### config.mk
export PLATFORM = sky130hd
export DESIGN_NAME = complex_rms_estimator
export DESIGN_NICKNAME = d
export VERILOG_FILES = /design/src/design/crms_pkg.sv /design/src/design/complex_rms_estimator.sv /design/src/design/crms_front.sv /design/src/design/crms_fifo.sv /design/src/design/crms_iir.sv /design/src/design/crms_sqrt.sv
export SDC_FILE = /design/constraint.sdc
export NUM_CORES = 2
export LEC_CHECK = 0
export ABC_CLOCK_PERIOD_IN_PS = 8990
export BUFFER_PORTS_ARGS = -buffer_cell sky130_fd_sc_hd__buf_4
export CORE_MARGIN = 2
export CORE_UTILIZATION = 55
export CTS_CLUSTER_SIZE = 20
export DETAILED_ROUTE_END_ITERATION = 12
export PLACE_DENSITY = 0.79
export REMOVE_ABC_BUFFERS = 1
export SYNTH_ARGS = -nofsm -noshare
export SYNTH_HDL_FRONTEND = slang
export SYNTH_SLANG_ARGS = --single-unit
### constraint.sdc
create_clock -name clk_i -period 8.99 [get_ports clk_i]
set_input_delay 1.798 -clock clk_i [delete_from_list [all_inputs] [get_ports clk_i]]
set_output_delay 1.798 -clock clk_i [all_outputs]
set_load 0.03 [all_outputs]
### src/design/crms_pkg.sv
// Shared widths, constants and inter-module beat types of the complex RMS estimator.
package crms_pkg;

  // Sample and arithmetic widths.
  localparam int SampleBits = 16;
  localparam int MagBits    = 2 * SampleBits;
  localparam int FracBits   = 16;
  localparam int AlphaBits  = FracBits + 1;
  localparam int PowerBits  = MagBits + FracBits;
  localparam int RmsBits    = PowerBits / 2;

  // Smoothing gain: unity in Q1.16 and the value after reset.
  localparam logic [AlphaBits-1:0] AlphaOne   = {1'b1, {FracBits{1'b0}}};
  localparam logic [AlphaBits-1:0] AlphaReset = AlphaBits'(7);

  // Depth of the queue between the front end and the back end.
  localparam int FifoDepth = 4;
  localparam int FifoAw    = $clog2(FifoDepth);

  // Magnitude-squared beat from the front end towards the filter.
  typedef struct packed {
    logic               valid;
    logic [MagBits-1:0] magsq;
  } mag_beat_t;

  // Smoothed power beat from the filter towards the square-root unit.
  typedef struct packed {
    logic                 valid;
    logic [PowerBits-1:0] power;
  } power_beat_t;

endpackage

### src/design/complex_rms_estimator.sv
// Complex RMS estimator top level: sample queue front end, IIR power filter and square root.
//
// Each accepted complex sample (I, Q) yields one result, floor(sqrt(P)), where P is the
// Q32.16 power smoothed by P += alpha*(I*I+Q*Q - P) with alpha in Q1.16. The front end
// squares a sample into a register and queues up to four magnitudes, so short bursts
// are taken at one beat per clock while the queue has room. In the back end each item
// passes the filter steps (difference, split 17x49 product, product sum, power update,
// hand-over) and then the bit-serial square-root unit, one result bit per cycle, and its
// result register; the square-root unit takes a new power only once its result is popped
// and sets the sustained rate. Alpha writes above 1.0 saturate to 1.0; reset gives 7/65536.
module complex_rms_estimator (
  input  logic                                   clk_i,
  input  logic                                   rst_ni,
  input  logic                                   push,
  output logic                                   full,
  input  logic signed [crms_pkg::SampleBits-1:0] i_sample_i,
  input  logic signed [crms_pkg::SampleBits-1:0] q_sample_i,
  output logic                                   empty,
  input  logic                                   pop,
  output logic [crms_pkg::RmsBits-1:0]           rms_out_o,
  input  logic                                   alpha_we_i,
  input  logic [crms_pkg::AlphaBits-1:0]         alpha_i
);

  logic [crms_pkg::AlphaBits-1:0] alpha_q;
  crms_pkg::mag_beat_t            front_mag, queue_mag;
  crms_pkg::power_beat_t          iir_pow;
  logic                           queue_ready, iir_ready, sqrt_ready;

  // Gain register; values above unity saturate.
  always_ff @(posedge clk_i or negedge rst_ni) begin
    if (!rst_ni) begin
      alpha_q <= crms_pkg::AlphaReset;
    end else if (alpha_we_i) begin
      alpha_q <= (alpha_i > crms_pkg::AlphaOne) ? crms_pkg::AlphaOne : alpha_i;
    end
  end

  // Front end.
  crms_front u_front (
    .clk_i       (clk_i),
    .rst_ni      (rst_ni),
    .push_i      (push),
    .full_o      (full),
    .i_sample_i  (i_sample_i),
    .q_sample_i  (q_sample_i),
    .mag_o       (front_mag),
    .mag_ready_i (queue_ready)
  );

  // Queue between the two halves.
  crms_fifo u_fifo (
    .clk_i      (clk_i),
    .rst_ni     (rst_ni),
    .wr_i       (front_mag),
    .wr_ready_o (queue_ready),
    .rd_o       (queue_mag),
    .rd_ready_i (iir_ready)
  );

  // Power filter.
  crms_iir u_iir (
    .clk_i       (clk_i),
    .rst_ni      (rst_ni),
    .mag_i       (queue_mag),
    .mag_ready_o (iir_ready),
    .alpha_i     (alpha_q),
    .pow_o       (iir_pow),
    .pow_ready_i (sqrt_ready)
  );

  // Square root and result register.
  crms_sqrt u_sqrt (
    .clk_i       (clk_i),
    .rst_ni      (rst_ni),
    .pow_i       (iir_pow),
    .pow_ready_o (sqrt_ready),
    .rms_o       (rms_out_o),
    .empty_o     (empty),
    .pop_i       (pop)
  );

endmodule

### src/design/crms_front.sv
// Front end: accepts complex samples, squares both parts and forms the magnitude squared.
module crms_front (
  input  logic                                clk_i,
  input  logic                                rst_ni,
  input  logic                                push_i,
  output logic                                full_o,
  input  logic signed [crms_pkg::SampleBits-1:0] i_sample_i,
  input  logic signed [crms_pkg::SampleBits-1:0] q_sample_i,
  output crms_pkg::mag_beat_t                 mag_o,
  input  logic                                mag_ready_i
);

  localparam int SqBits = crms_pkg::MagBits - 1;

  logic              valid_q, valid_d;
  logic [SqBits-1:0] isq_q, qsq_q;
  logic              accept;
  logic              stalled;

  // The square stage holds its beat while the queue is full.
  assign stalled = valid_q && !mag_ready_i;
  assign full_o  = stalled;
  assign accept  = push_i && !full_o;
  assign valid_d = accept || stalled;

  always_ff @(posedge clk_i or negedge rst_ni) begin
    if (!rst_ni) begin
      valid_q <= 1'b0;
    end else begin
      valid_q <= valid_d;
    end
  end

  // Squares of both parts; each is non-negative and at most 2^(2*SampleBits-2).
  always_ff @(posedge clk_i) begin
    if (accept) begin
      isq_q <= SqBits'(i_sample_i * i_sample_i);
      qsq_q <= SqBits'(q_sample_i * q_sample_i);
    end
  end

  // The sum of the squares goes to the queue.
  assign mag_o.valid = valid_q;
  assign mag_o.magsq = {1'b0, isq_q} + {1'b0, qsq_q};

endmodule

### src/design/crms_fifo.sv
// Short queue of magnitude-squared beats between the front end and the back end.
module crms_fifo (
  input  logic                clk_i,
  input  logic                rst_ni,
  input  crms_pkg::mag_beat_t wr_i,
  output logic                wr_ready_o,
  output crms_pkg::mag_beat_t rd_o,
  input  logic                rd_ready_i
);

  logic [crms_pkg::MagBits-1:0] mem_q [crms_pkg::FifoDepth];
  logic [crms_pkg::FifoAw-1:0]  wr_ptr_q, rd_ptr_q;
  logic [crms_pkg::FifoAw:0]    count_q;
  logic                         do_wr, do_rd;

  assign wr_ready_o = count_q != (crms_pkg::FifoAw + 1)'(crms_pkg::FifoDepth);
  assign rd_o.valid = count_q != '0;
  assign rd_o.magsq = mem_q[rd_ptr_q];

  assign do_wr = wr_i.valid && wr_ready_o;
  assign do_rd = rd_o.valid && rd_ready_i;

  // Pointers and fill count.
  always_ff @(posedge clk_i or negedge rst_ni) begin
    if (!rst_ni) begin
      wr_ptr_q <= '0;
      rd_ptr_q <= '0;
      count_q  <= '0;
    end else begin
      if (do_wr) begin
        wr_ptr_q <= wr_ptr_q + 1'b1;
      end
      if (do_rd) begin
        rd_ptr_q <= rd_ptr_q + 1'b1;
      end
      if (do_wr && !do_rd) begin
        count_q <= count_q + 1'b1;
      end else if (do_rd && !do_wr) begin
        count_q <= count_q - 1'b1;
      end
    end
  end

  // Storage.
  always_ff @(posedge clk_i) begin
    if (do_wr) begin
      mem_q[wr_ptr_q] <= wr_i.magsq;
    end
  end

endmodule

### src/design/crms_iir.sv
// Back end, first part: single-pole IIR update of the smoothed power.
module crms_iir (
  input  logic                                clk_i,
  input  logic                                rst_ni,
  input  crms_pkg::mag_beat_t                 mag_i,
  output logic                                mag_ready_o,
  input  logic [crms_pkg::AlphaBits-1:0]      alpha_i,
  output crms_pkg::power_beat_t               pow_o,
  input  logic                                pow_ready_i
);

  localparam int PB      = crms_pkg::PowerBits;
  localparam int DLoBits = PB / 2;
  localparam int DHiBits = PB + 1 - DLoBits;
  localparam int PlBits  = crms_pkg::AlphaBits + DLoBits;
  localparam int PhBits  = crms_pkg::AlphaBits + 1 + DHiBits;
  localparam int ProdBits = PB + crms_pkg::FracBits;

  localparam logic [2:0] StIdle = 3'd0;
  localparam logic [2:0] StMul  = 3'd1;
  localparam logic [2:0] StSum  = 3'd2;
  localparam logic [2:0] StUpd  = 3'd3;
  localparam logic [2:0] StHand = 3'd4;

  logic [2:0]               state_q, state_d;
  logic [PB-1:0]            power_q;
  logic signed [PB:0]       diff_q;
  logic [PlBits-1:0]        pl_q;
  logic signed [PhBits-1:0] ph_q;
  logic [ProdBits-1:0]      prod_q;
  logic [PB-1:0]            target;

  assign target      = {mag_i.magsq, {crms_pkg::FracBits{1'b0}}};
  assign mag_ready_o = state_q == StIdle;
  assign pow_o.valid = state_q == StHand;
  assign pow_o.power = power_q;

  // Sequencer: difference, split product, product sum, power update, hand-over.
  always_comb begin
    state_d = state_q;
    case (state_q)
      StIdle: begin
        if (mag_i.valid) begin
          state_d = StMul;
        end
      end
      StMul:  state_d = StSum;
      StSum:  state_d = StUpd;
      StUpd:  state_d = StHand;
      StHand: begin
        if (pow_ready_i) begin
          state_d = StIdle;
        end
      end
      default: state_d = StIdle;
    endcase
  end

  always_ff @(posedge clk_i or negedge rst_ni) begin
    if (!rst_ni) begin
      state_q <= StIdle;
      power_q <= '0;
    end else begin
      state_q <= state_d;
      if (state_q == StUpd) begin
        // Arithmetic shift by the fraction width rounds towards minus infinity.
        power_q <= power_q + prod_q[ProdBits-1:crms_pkg::FracBits];
      end
    end
  end

  // Datapath: the 17 by 49 bit product is cut into a low and a high partial product.
  always_ff @(posedge clk_i) begin
    if (state_q == StIdle && mag_i.valid) begin
      diff_q <= $signed({1'b0, target}) - $signed({1'b0, power_q});
    end
    if (state_q == StMul) begin
      pl_q <= alpha_i * diff_q[DLoBits-1:0];
      ph_q <= $signed({1'b0, alpha_i}) * $signed(diff_q[PB:DLoBits]);
    end
    if (state_q == StSum) begin
      prod_q <= (ProdBits'(ph_q) << DLoBits) + ProdBits'(pl_q);
    end
  end

endmodule

### src/design/crms_sqrt.sv
// Back end, second part: bit-serial integer square root and the result register.
module crms_sqrt (
  input  logic                               clk_i,
  input  logic                               rst_ni,
  input  crms_pkg::power_beat_t              pow_i,
  output logic                               pow_ready_o,
  output logic [crms_pkg::RmsBits-1:0]       rms_o,
  output logic                               empty_o,
  input  logic                               pop_i
);

  localparam int PB       = crms_pkg::PowerBits;
  localparam int RB       = crms_pkg::RmsBits;
  localparam int RemBits  = RB + 2;
  localparam int ShBits   = RB + 4;
  localparam int CntBits  = $clog2(RB);

  localparam logic [1:0] StIdle = 2'd0;
  localparam logic [1:0] StRun  = 2'd1;
  localparam logic [1:0] StDone = 2'd2;

  logic [1:0]         state_q, state_d;
  logic [PB-1:0]      x_q;
  logic [RemBits-1:0] rem_q;
  logic [RB-1:0]      root_q;
  logic [CntBits-1:0] cnt_q;
  logic [ShBits-1:0]  rem_sh, trial, rem_sub;
  logic               ge;

  assign pow_ready_o = state_q == StIdle;
  assign empty_o     = state_q != StDone;
  assign rms_o       = root_q;

  // One result bit per cycle: bring down two bits, try to subtract 4*root+1.
  assign rem_sh  = {rem_q, x_q[PB-1 -: 2]};
  assign trial   = {2'b00, root_q, 2'b01};
  assign ge      = rem_sh >= trial;
  assign rem_sub = rem_sh - trial;

  always_comb begin
    state_d = state_q;
    case (state_q)
      StIdle: begin
        if (pow_i.valid) begin
          state_d = StRun;
        end
      end
      StRun: begin
        if (cnt_q == '0) begin
          state_d = StDone;
        end
      end
      StDone: begin
        if (pop_i) begin
          state_d = StIdle;
        end
      end
      default: state_d = StIdle;
    endcase
  end

  always_ff @(posedge clk_i or negedge rst_ni) begin
    if (!rst_ni) begin
      state_q <= StIdle;
      cnt_q   <= '0;
    end else begin
      state_q <= state_d;
      if (state_q == StIdle) begin
        cnt_q <= CntBits'(RB - 1);
      end else if (state_q == StRun) begin
        cnt_q <= cnt_q - 1'b1;
      end
    end
  end

  // Radicand, partial remainder and root.
  always_ff @(posedge clk_i) begin
    if (state_q == StIdle && pow_i.valid) begin
      x_q    <= pow_i.power;
      rem_q  <= '0;
      root_q <= '0;
    end else if (state_q == StRun) begin
      x_q    <= {x_q[PB-3:0], 2'b00};
      rem_q  <= ge ? rem_sub[RemBits-1:0] : rem_sh[RemBits-1:0];
      root_q <= {root_q[RB-2:0], ge};
    end
  end

endmodule

==> impl_metrics.yaml <==
run_status:
  outcome: "complete, no violations"
timing:
  final.setup_skew_ps: 48.9
  layout_min_cycle_time_ps: 8140
  fmax_mhz: 123
  rsz0062_at_grt: "no"
  setup-violations-final: 0
  finalHoldViolCount: 0
  fin_crit_sh_pct: 90.6
  setup_ws_ps: 848
  tightestPinTransition_ps: 1190
  final_max_slew_viol_count: 0
  relSlewSlack_pct: 20.4
  tns_ps: 0
detailed_routing:
  drt_iter0_drc: 3318
  viasPerCell: 5.50
  wirelength_um: 156000
  vias: 48300
  drc: 0
  ant_nets: 0
  first_pass_iters: 6
  wl_per_cell_um: 17.8
worst_setup_path:
  cpPeakStageDelay_ps: 550
  path_buf_inv: 6
  critPathTopFamily: "adder cells"
  crit_chain: "buf_4 -> nand2_1 -> fa_1 -> inv_1 -> fa_1 -> inv_1 -> fa_1 -> inv_1 -> fa_1 -> inv_1 -> fa_1 -> inv_1 -> fa_1 -> ha_1 -> or4_1 -> a31oi_1 -> o31ai_1 -> a311oi_1 -> o32ai_1 -> nor4_1 -> nor3_1 -> a2111oi_2 -> a21oi_1 -> xnor2_1"
  cp_max_fo: 15
  crit_required_ps: 9360
  path_class: "in2reg"
  crit_top_cell: "fa_1"
  setup.worst_path.start: "i_sample_i[3]"
  worstPathArrival_ps: 8510
  endpoint_kind: "flip-flop"
  rr_startpoint: "alpha_q[5]"
  start_kind: "input pin"
  cpMaxStageDelayCell: "fa_1"
global_routing:
  antenna_found_initial: 1
  grt_pass1_vias: 53000
  grt_pass1_wl_um: 263000
  grt_usage_pct: 25.0
  grt_start_max_net_pins: 98
  grt_overflow: 0
place:
  place_ws_ps: 309
  placed_cells: 8682
  portBuffers: 79
  gp_congestion: 0.882
  place_hpwl_um: 125000
yosys:
  synth_edf_count: 398
  yosys_warnings: 0
  syn_avg_cell_area_um2: 9.81
  syn_area_mm2: 0.0700
  async_flop_share_pct: 15.6
  yosysSeqAreaShare_pct: 21.5
  synth_ff_type: "edfxtp_1"
  ys_ff_latch: 531
  synth_cells: 7136
  synth_cell_types: 81
worst_hold_path:
  hp-class: "reg2reg"
  min_from: "u_iir.pl_q[21]"
clock_tree:
  cts_hold_buffers: 0
  cts_buffers: 54
  post_cts_resize_count: 0
  cts_buffer_depth: 3
  post_cts_buffers: 0
  cts_num_sinks: 531
  path_clk_slew_ps: 70
  cts_root_buf: "clkbuf_16"
  clk_latency_ps: 650
  cts_tree: "built"
  cts_max_level: 2
finish:
  drive_above_1_share_pct: 4.35
  fin_nets: 8872
  antenna_cells: 0
  syn_to_final_growth_pct: 5.97
  final_cells: 8784
floorplanning:
  core_area_mm2: 0.126
  dieArea_mm2: 0.130
  initial_core_util_pct: 55.6
  die_w_um: 361
  rows: 130
  die_h_um: 361
  io_pins: 80
flow_run:
  drv_cap: 0
-- layout by cell type, fill, tap and decap left out, types with 9 or more instances in the layout --
cell       instances
inv_1           1653
fa_1            1194
nand2_1          885
ha_1             536
and2_1           402
edfxtp_1         398
o21ai_0          239
xnor2_1          226
nor2_1           210
a21oi_1          206
buf_4            133
xor2_1            96
a21o_1            87
nand3_1           78
dfrtp_1           78
clkbuf_16         54
dfxtp_1           50
nor3_1            48
nand2b_1          40
o21a_1            35
nor2b_1           33
o21bai_1          33
mux4_2            32
and3_1            25
a31oi_1           24
mux2i_1           24
a211oi_1          23
nand4_1           20
mux2_2            17
nor4_1            15
o31ai_1           13
or3_1             13
o211ai_1          12
or2_2             12
a21boi_0          12
nand3b_1          11
clkinv_1          11
nor3b_1            9
-- synthesized netlist by cell type, drive strengths merged, types with 13 or more instances --
cell    instances  share of area, %
a211oi         23              0.25
a21boi         13              0.14
a21o           87              0.93
a21oi         209               1.5
a31oi          25              0.22
and2          402               3.6
and3           26              0.23
clkbuf        231               1.2
dfrtp          80               2.9
dfxtp          50               1.4
edfxtp        398                17
fa           1194                34
ha            536               9.6
inv          1654               8.9
mux2           17              0.27
mux2i          24              0.34
mux4           32               1.0
nand2         885               4.7
nand2b         41              0.37
nand3          79              0.56
nand4          20              0.18
nor2          210               1.1
nor2b          34              0.30
nor3           48              0.34
nor4           17              0.16
o21a           35              0.38
o21ai         242               1.7
o21bai         33              0.35
o31ai          13              0.14
or3            13              0.12
xnor2         226               2.8
xor2           96               1.2
-- layer usage --
| layer | routed length [um] | vias up | track usage (%) |
|---|---|---|---|
| li1 | - | 21900 | - |
| met1 | 61200 | 24500 | 30.6 |
| met2 | 80900 | 1519 | 45.3 |
| met3 | 8350 | 383 | 2.84 |
| met4 | 6080 | 0 | 9.02 |
| met5 | 0 | - | 0 |
-- worst paths after layout --
kind                                           to  slack, ps  cells past startpoint
worst max-delay path            u_front.isq_q[30]        850                     24
worst min-delay path             u_iir.prod_q[21]        420                      0
worst max register to register     u_iir.pl_q[36]        850                     24
worst min register to register   u_iir.prod_q[21]        420                      0
max in group asynchronous             alpha_q[10]       6650                      2
min in group asynchronous       u_fifo.count_q[0]       1030                      1
-- layout make-up --
type / count / area, um^2
multi-input combinational: 4711 / 47900
sequential: 531 / 15000
tap: 1650 / 2060
inverter: 1654 / 6210
timing repair buffer: 136 / 1060
clock buffer: 66 / 1450
clock inverter: 36 / 452
fill: 10300 / 51700
-- sequential cells by signal, summed over array words and instances, names as in the netlist, 5 cells and up --
| name | cells |
|---|---|
| u_sqrt.rms_o | 24 |
| u_iir.ph_q | 40 |
| u_front.isq_q | 30 |
| u_iir.prod_q | 48 |
| u_iir.power_q | 48 |
| u_iir.pl_q | 25 |
| u_sqrt.cnt_q | 5 |
| u_iir.diff_q | 49 |
| u_fifo.mem_q | 128 |
| u_sqrt.x_q | 48 |
| u_front.qsq_q | 30 |
| u_sqrt.rem_q | 26 |
| alpha_q | 17 |
-- stage by stage --
| step | instance area, um^2 | utilization (%) | hold slack [ps] |
|---|---|---|---|
| final | 74200 | 58.9 | 424 |
| after global routing | 74200 | 58.9 | 431 |
| after CTS | 74200 | 58.9 | 429 |
| after detailed placement | 72300 | 57.4 | 409 |
| after global placement | 72300 | 57.4 | 404 |
| after floorplan | 69100 | - | 400 |
-- logic make-up after synthesis --
| kind of cell | count (synthesis) | synth area share, % |
|---|---|---|
| adders and majority gates | 1730 | 43.7 |
| and+or+nand+nor | 1824 | 12.3 |
| muxes | 73 | 1.65 |
| xor gates and xnor gates | 322 | 4.03 |
| DFF | 531 | 21.5 |
| AOI/OAI and AO/OA | 762 | 6.69 |
| buffers and inverters | 1894 | 10.2 |
Power is not shown: default switching activity piles up to over one toggle a cycle in this logic, so the estimate is an artifact.
